File: config.mk
export PLATFORM = sky130hd
export DESIGN_NAME = modbus_register_read_sniffer_flat
export DESIGN_NICKNAME = d
export VERILOG_FILES = /design/src/design/mbsn_pkg.sv /design/src/design/mbsn_if.sv /design/src/design/mbsn_cfg_regs.sv /design/src/design/mbsn_frame.sv /design/src/design/mbsn_hold.sv /design/src/design/modbus_register_read_sniffer.sv /design/src/flat_wrapper.sv
export SDC_FILE = /design/constraint.sdc
export NUM_CORES = 1
export LEC_CHECK = 0
export BUFFER_PORTS_ARGS = -buffer_cell sky130_fd_sc_hd__buf_4
export CAP_MARGIN = 20
export CORE_MARGIN = 5
export CORE_UTILIZATION = 34
export CTS_BUF_LIST = sky130_fd_sc_hd__clkbuf_4
export CTS_CLUSTER_DIAMETER = 120
export DETAILED_ROUTE_END_ITERATION = 10
export GPL_ROUTABILITY_DRIVEN = 0
export HOLD_SLACK_MARGIN = 0.05
export PLACE_DENSITY = 0.49
export SYNTH_ARGS = -nofsm -noshare
export SYNTH_HDL_FRONTEND = slang
export SYNTH_SLANG_ARGS = --single-unit
File: constraint.sdc
create_clock -name i_clk -period 16.2 [get_ports i_clk]
set_input_delay 1.62 -clock i_clk [delete_from_list [all_inputs] [get_ports i_clk]]
set_output_delay 1.62 -clock i_clk [all_outputs]
set_load 0.005 [all_outputs]
File: src/design/mbsn_pkg.sv
// ----------------------------------------------------------------------------
// mbsn_pkg
// Shared constants, configuration codes and types of the Modbus register-read
// sniffer.
// ----------------------------------------------------------------------------
package mbsn_pkg;

    localparam int FRAME_BUFFER_LEN = 20;

    localparam int CFG_IDX_W  = 4;
    localparam int CFG_DATA_W = 16;

    localparam logic [7:0]  RST_SLAVE_ADDRESS    = 8'h01;
    localparam logic [7:0]  RST_FUNCTION_CODE    = 8'h03;
    localparam logic [15:0] RST_WATCHED_REGISTER = 16'h5000;
    localparam logic [15:0] RST_JUMP_LIMIT       = 16'd100;

    typedef enum logic [CFG_IDX_W-1:0] {
        CFG_SLAVE_ADDRESS    = 4'd0,
        CFG_FUNCTION_CODE    = 4'd1,
        CFG_WATCHED_REGISTER = 4'd2,
        CFG_JUMP_LIMIT       = 4'd3
    } t_cfg_idx;

    typedef struct packed {
        logic [7:0]  slave_address;
        logic [7:0]  function_code;
        logic [15:0] watched_register;
        logic [15:0] jump_limit;
    } t_cfg;

    typedef struct packed {
        logic        valid;
        logic [63:0] count;
    } t_event;

endpackage

File: src/design/mbsn_if.sv
// ----------------------------------------------------------------------------
// mbsn channel interfaces
// Valid/ready channels for received bytes, readings and register writes.
// ----------------------------------------------------------------------------
interface mbsn_byte_if;
    logic       valid;
    logic       ready;
    logic [7:0] rx_byte;

    modport source (output valid, output rx_byte, input ready);
    modport sink   (input valid, input rx_byte, output ready);
endinterface

interface mbsn_result_if;
    logic        valid;
    logic        ready;
    logic [63:0] reading;
    logic        held_back;

    modport source (output valid, output reading, output held_back, input ready);
    modport sink   (input valid, input reading, input held_back, output ready);
endinterface

interface mbsn_cfg_if;
    logic                            valid;
    logic                            ready;
    logic [mbsn_pkg::CFG_IDX_W-1:0]  index;
    logic [mbsn_pkg::CFG_DATA_W-1:0] data;

    modport source (output valid, output index, output data, input ready);
    modport sink   (input valid, input index, input data, output ready);
endinterface

File: src/design/mbsn_cfg_regs.sv
// ----------------------------------------------------------------------------
// mbsn_cfg_regs
// Configuration register file; one write per transaction, always ready.
// ----------------------------------------------------------------------------
module mbsn_cfg_regs (
    input  logic                            i_clk,
    input  logic                            i_rst_n,
    input  logic                            i_valid,
    input  logic [mbsn_pkg::CFG_IDX_W-1:0]  i_index,
    input  logic [mbsn_pkg::CFG_DATA_W-1:0] i_data,
    output logic                            o_ready,
    output mbsn_pkg::t_cfg                  o_cfg
);

    mbsn_pkg::t_cfg r_cfg;
    mbsn_pkg::t_cfg n_cfg;

    assign o_ready = 1'b1;
    assign o_cfg   = r_cfg;

    always_comb begin
        n_cfg = r_cfg;
        if (i_valid) begin
            case (mbsn_pkg::t_cfg_idx'(i_index))
                mbsn_pkg::CFG_SLAVE_ADDRESS:    n_cfg.slave_address    = i_data[7:0];
                mbsn_pkg::CFG_FUNCTION_CODE:    n_cfg.function_code    = i_data[7:0];
                mbsn_pkg::CFG_WATCHED_REGISTER: n_cfg.watched_register = i_data[15:0];
                mbsn_pkg::CFG_JUMP_LIMIT:       n_cfg.jump_limit       = i_data[15:0];
                default:                        n_cfg = r_cfg;
            endcase
        end
    end

    always_ff @(posedge i_clk) begin
        if (!i_rst_n) begin
            r_cfg.slave_address    <= mbsn_pkg::RST_SLAVE_ADDRESS;
            r_cfg.function_code    <= mbsn_pkg::RST_FUNCTION_CODE;
            r_cfg.watched_register <= mbsn_pkg::RST_WATCHED_REGISTER;
            r_cfg.jump_limit       <= mbsn_pkg::RST_JUMP_LIMIT;
        end else begin
            r_cfg <= n_cfg;
        end
    end

endmodule

File: src/design/mbsn_frame.sv
// ----------------------------------------------------------------------------
// mbsn_frame
// Frame capture: header check, byte store, close detection and request
// tracking. Emits the big-endian count of a response frame as an event.
// ----------------------------------------------------------------------------
module mbsn_frame #(
    parameter int FRAME_LEN = mbsn_pkg::FRAME_BUFFER_LEN
) (
    input  logic               i_clk,
    input  logic               i_rst_n,
    input  mbsn_pkg::t_cfg     i_cfg,
    input  logic               i_valid,
    input  logic [7:0]         i_rx_byte,
    output logic               o_ready,
    output mbsn_pkg::t_event   o_event,
    input  logic               i_event_ready
);

    localparam int              FP_W    = $clog2(FRAME_LEN);
    localparam logic [FP_W-1:0] FP_LAST = FP_W'(FRAME_LEN - 1);
    localparam logic [FP_W-1:0] FP_HDR  = FP_W'(2);
    localparam logic [FP_W-1:0] FP_MIN  = FP_W'(3);

    logic             r_rec;
    logic [FP_W-1:0]  r_fp;
    logic [7:0]       r_buf [FRAME_LEN];
    logic             r_pend;
    mbsn_pkg::t_event r_event;

    logic             n_rec;
    logic [FP_W-1:0]  n_fp;
    logic             n_pend;
    mbsn_pkg::t_event n_event;

    logic             accept;
    logic             start;
    logic             active;
    logic [FP_W-1:0]  fp_base;
    logic             s_rec;
    logic [FP_W-1:0]  s_fp;
    logic [7:0]       s_buf [FRAME_LEN];
    logic [FRAME_LEN-1:0] pair;
    logic             close;
    logic [63:0]      count;
    logic [15:0]      reg_field;

    assign o_ready = !r_event.valid || i_event_ready;
    assign o_event = r_event;
    assign accept  = i_valid && o_ready;
    assign start   = !r_rec && (i_rx_byte == i_cfg.slave_address);
    assign active  = accept && (r_rec || start);
    assign fp_base = start ? '0 : r_fp;

    // store step
    always_comb begin
        s_buf = r_buf;
        s_fp  = fp_base;
        s_rec = 1'b1;
        if (fp_base < FP_LAST) begin
            s_buf[fp_base]      = i_rx_byte;
            s_buf[fp_base + 1'b1] = 8'h00;
            s_fp                = fp_base + 1'b1;
        end else begin
            s_rec = 1'b0;
        end
    end

    // address/function pairs at byte 2 and later
    always_comb begin
        pair = '0;
        for (int j = 2; j < FRAME_LEN - 1; j++) begin
            pair[j] = (s_buf[j] == i_cfg.slave_address) &&
                      (s_buf[j+1] == i_cfg.function_code) &&
                      (FP_W'(j + 1) < s_fp);
        end
    end

    assign close = (s_fp > FP_MIN) && !pair[2] && (|pair);

    always_comb begin
        count = '0;
        for (int k = 3; k <= 10; k++) begin
            count = {count[55:0], s_buf[k]};
        end
    end

    assign reg_field = {s_buf[2], s_buf[3]};

    always_comb begin
        n_rec   = r_rec;
        n_fp    = r_fp;
        n_pend  = r_pend;
        n_event = r_event;
        if (i_event_ready) begin
            n_event.valid = 1'b0;
        end
        if (active) begin
            n_rec = s_rec;
            n_fp  = s_fp;
            if (s_fp == FP_HDR) begin
                if (!(s_buf[0] == i_cfg.slave_address && s_buf[1] == i_cfg.function_code)) begin
                    n_rec = 1'b0;
                end
            end else if (close) begin
                n_fp   = FP_HDR;
                n_pend = (reg_field == i_cfg.watched_register);
                if (r_pend) begin
                    n_event.valid = 1'b1;
                    n_event.count = count;
                end
            end
        end
    end

    always_ff @(posedge i_clk) begin
        if (!i_rst_n) begin
            r_rec         <= 1'b0;
            r_fp          <= '0;
            r_pend        <= 1'b0;
            r_event.valid <= 1'b0;
            r_event.count <= '0;
            for (int i = 0; i < FRAME_LEN; i++) begin
                r_buf[i] <= 8'h00;
            end
        end else begin
            r_rec   <= n_rec;
            r_fp    <= n_fp;
            r_pend  <= n_pend;
            r_event <= n_event;
            if (active) begin
                r_buf <= s_buf;
            end
        end
    end

endmodule

File: src/design/mbsn_hold.sv
// ----------------------------------------------------------------------------
// mbsn_hold
// Plausibility hold on the meter count and the result register.
// ----------------------------------------------------------------------------
module mbsn_hold (
    input  logic             i_clk,
    input  logic             i_rst_n,
    input  logic [15:0]      i_jump_limit,
    input  mbsn_pkg::t_event i_event,
    output logic             o_event_ready,
    output logic             o_valid,
    output logic [63:0]      o_reading,
    output logic             o_held_back,
    input  logic             i_ready
);

    logic [63:0] r_last;
    logic        r_valid;
    logic [63:0] r_reading;
    logic        r_held;

    logic [63:0] limit;
    logic [63:0] diff;
    logic        held;
    logic        take;

    assign o_event_ready = !r_valid || i_ready;
    assign take          = i_event.valid && o_event_ready;
    assign limit         = {48'd0, i_jump_limit};
    assign diff          = i_event.count - r_last;
    assign held          = (r_last >= limit) && (i_event.count > r_last) && (diff > limit);

    assign o_valid     = r_valid;
    assign o_reading   = r_reading;
    assign o_held_back = r_held;

    always_ff @(posedge i_clk) begin
        if (!i_rst_n) begin
            r_last  <= '0;
            r_valid <= 1'b0;
        end else begin
            if (take) begin
                r_valid <= 1'b1;
                r_last  <= held ? r_last : i_event.count;
            end else if (i_ready) begin
                r_valid <= 1'b0;
            end
        end
    end

    always_ff @(posedge i_clk) begin
        if (take) begin
            r_reading <= held ? r_last : i_event.count;
            r_held    <= held;
        end
    end

endmodule

File: src/design/modbus_register_read_sniffer.sv
// ----------------------------------------------------------------------------
// modbus_register_read_sniffer
// Watches sniffed Modbus bytes and reports the meter count carried by the
// response to a watched register request.
//
//   channel   dir  payload                       role
//   i_byte    in   rx_byte[7:0]                  sniffed line bytes
//   o_result  out  reading[63:0], held_back      meter readings
//   i_cfg     in   index[3:0], data[15:0]        register writes
//
// One byte per cycle while i_byte.ready is high. A reading is registered
// from the byte that closes the response frame into the frame register and
// then the result register. Synchronous reset restores register defaults and
// clears the frame buffer. A stalled result keeps bytes flowing until one
// more reading waits behind it; then i_byte.ready drops until o_result is taken.
// ----------------------------------------------------------------------------
module modbus_register_read_sniffer #(
    parameter int FRAME_LEN = mbsn_pkg::FRAME_BUFFER_LEN
) (
    input  logic                 i_clk,
    input  logic                 i_rst_n,
    mbsn_byte_if.sink            i_byte,
    mbsn_result_if.source        o_result,
    mbsn_cfg_if.sink             i_cfg
);

    mbsn_pkg::t_cfg   cfg;
    mbsn_pkg::t_event evt;
    logic             evt_ready;

    mbsn_cfg_regs u_cfg_regs (
        .i_clk   (i_clk),
        .i_rst_n (i_rst_n),
        .i_valid (i_cfg.valid),
        .i_index (i_cfg.index),
        .i_data  (i_cfg.data),
        .o_ready (i_cfg.ready),
        .o_cfg   (cfg)
    );

    mbsn_frame #(
        .FRAME_LEN (FRAME_LEN)
    ) u_frame (
        .i_clk         (i_clk),
        .i_rst_n       (i_rst_n),
        .i_cfg         (cfg),
        .i_valid       (i_byte.valid),
        .i_rx_byte     (i_byte.rx_byte),
        .o_ready       (i_byte.ready),
        .o_event       (evt),
        .i_event_ready (evt_ready)
    );

    mbsn_hold u_hold (
        .i_clk         (i_clk),
        .i_rst_n       (i_rst_n),
        .i_jump_limit  (cfg.jump_limit),
        .i_event       (evt),
        .o_event_ready (evt_ready),
        .o_valid       (o_result.valid),
        .o_reading     (o_result.reading),
        .o_held_back   (o_result.held_back),
        .i_ready       (o_result.ready)
    );

endmodule

File: src/flat_wrapper.sv
// flat-port wrapper written by rule: the top's interface ports become plain ports
module modbus_register_read_sniffer_flat 
#(
    parameter int FRAME_LEN = mbsn_pkg::FRAME_BUFFER_LEN
)
  (i_clk, i_rst_n, i_byte_valid, i_byte_rx_byte, i_byte_ready, o_result_valid, o_result_reading, o_result_held_back, o_result_ready, i_cfg_valid, i_cfg_index, i_cfg_data, i_cfg_ready);
  mbsn_byte_if i_byte_i ();
  mbsn_result_if o_result_i ();
  mbsn_cfg_if i_cfg_i ();
  input  logic i_clk;
  input  logic i_rst_n;
  input wire logic [$bits(i_byte_i.valid)-1:0] i_byte_valid;
  input wire logic [$bits(i_byte_i.rx_byte)-1:0] i_byte_rx_byte;
  output wire logic [$bits(i_byte_i.ready)-1:0] i_byte_ready;
  output wire logic [$bits(o_result_i.valid)-1:0] o_result_valid;
  output wire logic [$bits(o_result_i.reading)-1:0] o_result_reading;
  output wire logic [$bits(o_result_i.held_back)-1:0] o_result_held_back;
  input wire logic [$bits(o_result_i.ready)-1:0] o_result_ready;
  input wire logic [$bits(i_cfg_i.valid)-1:0] i_cfg_valid;
  input wire logic [$bits(i_cfg_i.index)-1:0] i_cfg_index;
  input wire logic [$bits(i_cfg_i.data)-1:0] i_cfg_data;
  output wire logic [$bits(i_cfg_i.ready)-1:0] i_cfg_ready;
  assign i_byte_i.valid = i_byte_valid;
  assign i_byte_i.rx_byte = i_byte_rx_byte;
  assign i_byte_ready = i_byte_i.ready;
  assign o_result_valid = o_result_i.valid;
  assign o_result_reading = o_result_i.reading;
  assign o_result_held_back = o_result_i.held_back;
  assign o_result_i.ready = o_result_ready;
  assign i_cfg_i.valid = i_cfg_valid;
  assign i_cfg_i.index = i_cfg_index;
  assign i_cfg_i.data = i_cfg_data;
  assign i_cfg_ready = i_cfg_i.ready;
  modbus_register_read_sniffer #(.FRAME_LEN(FRAME_LEN)) u_core (.i_clk(i_clk), .i_rst_n(i_rst_n), .i_byte(i_byte_i), .o_result(o_result_i), .i_cfg(i_cfg_i));
endmodule
==> reports/results.ini <==
[outcome]
status = finished clean

[global_routing]
grt_max_degree = 147
track_usage = 0.248
grt_pass1_wl_um = 190000
grt-busiest-layer = met2
grt_use_met1 = 0.330
grt_pass1_vias = 29345
grtUsageMet2 = 0.392
overflow = 0
antenna_found_initial = 5
grt.met3_usage = 0.0493

[yosys]
synth_edf_count = 65
syn-cell-area_sq_um = 31300
ys_seq_elements = 410
ys_seq_area_frac = 0.283
synth_cell_types = 95
ys_warn_count = 0
synth_ff_type = dfxtp_1
netlist_instances = 4020
postSynthAreaPerCell_sq_um = 7.80
synth_nets = 4155
async_flop_share = 0

[detailed_routing]
drtIter0Drc = 2787
first_pass_iters = 7
routed_wl_um = 128000
wl_per_cell_um = 24.2
via_per_inst = 5.95
num_vias = 31367
post-route-drc-count = 0
ant_nets = 0

[clock_network]
clockRootBuffer = clkbuf_4
cts.path.max_buffers = 3
clock-sinks = 410
post_cts_buffers = 0
cts_buffers = 118
tritoncts = done
insertion_delay_ns = 1.02
htree_levels = 3
cts_hold_buf = 0
clk_pin_slew_ns = 0.06
cts_resized = 0

[sta]
fin_crit_ns = 8.04
worst_pin_slew_ns = 1.10
fin_crit_sh = 0.496
rsz0062_at_grt = false
setup_viol_count_final = 0
drv_slew = 0
fin_skew_ns = 0.0766
slew_headroom = 0.265
setup_tns_ns = 0
fmax_mhz = 124
finalHoldViolCount = 0

[final_layout]
final_core_util = 0.376
fillers = 9714
fin_cells = 5273
final_area_sq_um = 34500
drive_gt1_frac = 0.135
finish.net_count = 4124
syn_to_final_growth_pct = 9.94

[setup_path]
worst_setup_path_start_kind = input port
end_kind = flop
cp.arrival_ns = 8.92
cp_max_fo = 64
worstPathRequired_ns = 17.08
worstSetupPathType = input port to flop

[floorplanning]
start_util = 0.342
core_area_sq_um = 91500
die_w_um = 314
fp.dieH_um = 314
std_cell_rows = 111
io_pins = 101
die-area_sq_um = 98400

[power]
ir_drop_mv = 0.0468
power_leakage_nw = 13.4
p_per_area_nw_per_um2 = 61.6

[job]
cap_violations = 0

[place]
dp.cells = 5054
port_buffers = 99
dpl_cell_area_sq_um = 32900
place_hpwl_um = 88700

[worst_hold_path]
hold_class = flop to flop

-- worst paths after layout --
check	from	to	slack, ns	cells after the start
max	i_byte_rx_byte[0]	u_core.u_frame.o_event[41]$_SDFFE_PN0P_	8.16	22
min	u_core.u_cfg_regs.o_cfg[1]$_SDFFE_PN0P_	u_core.u_cfg_regs.o_cfg[1]$_SDFFE_PN0P_	0.47	2
min reg2reg	u_core.u_cfg_regs.o_cfg[1]$_SDFFE_PN0P_	u_core.u_cfg_regs.o_cfg[1]$_SDFFE_PN0P_	0.47	2
max reg2reg	u_core.u_cfg_regs.o_cfg[44]$_SDFFE_PN0P_	u_core.u_frame.o_event[41]$_SDFFE_PN0P_	8.68	22
-- cell usage after synthesis (33+ instances only) --
| library cell | instances | share of area |
|---|---|---|
| nand2_1 | 487 | 0.058 |
| dfxtp_1 | 345 | 0.22 |
| a21oi_1 | 285 | 0.046 |
| clkbuf_1 | 236 | 0.028 |
| nor2_1 | 190 | 0.023 |
| mux2i_1 | 187 | 0.060 |
| xnor2_1 | 165 | 0.046 |
| nand3_1 | 150 | 0.024 |
| nor3_1 | 147 | 0.023 |
| o21ai_0 | 140 | 0.022 |
| inv_1 | 139 | 0.017 |
| nor2b_1 | 132 | 0.026 |
| ha_1 | 101 | 0.040 |
| mux2_2 | 97 | 0.035 |
| a21boi_0 | 86 | 0.021 |
| nand4_1 | 80 | 0.016 |
| nor4_1 | 67 | 0.013 |
| edfxtp_1 | 65 | 0.062 |
| a21o_1 | 56 | 0.013 |
| o21ai_1 | 54 | 0.0086 |
| a22oi_1 | 52 | 0.012 |
| a31oi_1 | 52 | 0.010 |
| buf_2 | 47 | 0.0075 |
| and3_1 | 39 | 0.0078 |
| and2_1 | 38 | 0.0076 |
| o32ai_1 | 38 | 0.011 |
| o22ai_1 | 34 | 0.0068 |
| buf_1 | 33 | 0.0040 |
| xor2_1 | 33 | 0.0092 |
-- per-stage QoR --
step           worst slack (ns)  hold WS (ns)  power, mW
2_1_floorplan              9.30         0.437       1.11
3_3_place_gp               7.57         0.453       1.16
3_5_place_dp               7.50         0.456       1.16
4_1_cts                    8.58         0.467       2.16
5_1_grt                    7.93         0.486       2.22
6_report                   8.16         0.467       2.12
-- cell type report --
| type | count | area (sq um) | area share |
|---|---|---|---|
| tap | 1186 | 1480 | 0.0431 |
| antenna | 4 | 10.0 | 0.000290 |
| sequential | 410 | 8860 | 0.257 |
| inverter | 145 | 544 | 0.0158 |
| clock inverter | 48 | 255 | 0.00741 |
| timing repair buffer | 177 | 1340 | 0.0388 |
| clock buffer | 166 | 1250 | 0.0362 |
| multi-input combinational | 3137 | 20700 | 0.601 |
-- registers in the layout, indices dropped and copies added, names as in the netlist --
| signal | flops |
|---|---|
| u_core.u_cfg_regs.o_cfg | 48 |
| u_core.u_frame.o_event | 65 |
| u_core.u_frame.r_buf | 160 |
| u_core.u_frame.r_fp | 5 |
| u_core.u_frame.r_pend | 1 |
| u_core.u_frame.r_rec | 1 |
| u_core.u_hold.o_held_back | 1 |
| u_core.u_hold.o_reading | 64 |
| u_core.u_hold.o_valid | 1 |
| u_core.u_hold.r_last | 64 |
-- power breakdown --
part / switching, mW / internal, mW / total, mW
Sequential: 0.00157 / 1.03 / 1.03
Clock: 0.502 / 0.481 / 0.983
Combinational: 0.0756 / 0.0295 / 0.105
Total: 0.579 / 1.54 / 2.12
-- worst max-delay path, cell delays in order --
cell	delay, ns
buf_4	0.42
xnor2_1	0.20
and4_1	0.20
buf_4	0.32
nand3_4	0.32
nand2_1	0.24
inv_1	0.12
ha_1	0.31
buf_4	0.25
a31oi_1	0.62
a31oi_1	0.25
a32oi_1	0.55
xnor2_1	0.11
a2111oi_0	0.55
o211ai_1	0.19
nor4_1	0.85
a311oi_1	0.17
nand4_1	0.24
o31ai_2	0.18
or3_2	0.48
buf_4	0.34
o31ai_2	0.28
-- metal layers --
metal,wire length (um),vias up
met3,9530,351
li1,-,14712
met5,25,-
met2,56400,1344
met4,6430,4
met1,55400,14956
-- cells in the final DEF (no fill, tap or decap), types with 97 or more instances in the layout --
master and n:
a21oi_1 284, clkbuf_4 166, nor2b_1 131, buf_4 176, xnor2_1 165, nor2_1 190
dfxtp_1 340, inv_1 139, nor3_1 145, ha_1 101, nand3_1 150, o21ai_0 140
mux2i_1 187, nand2_1 487, mux2_2 97
-- cell families after synthesis --
logic type / count (synthesis) / share of synthesized area
compound gates: 1086 / 0.234
xor+xnor: 198 / 0.0553
fa+ha+maj: 102 / 0.0410
buf+inv: 473 / 0.0601
flops: 410 / 0.283
mux: 285 / 0.0950
other cells: 1 / 0.000120
simple gates: 1465 / 0.232
Power figures use the tool's default switching activity.
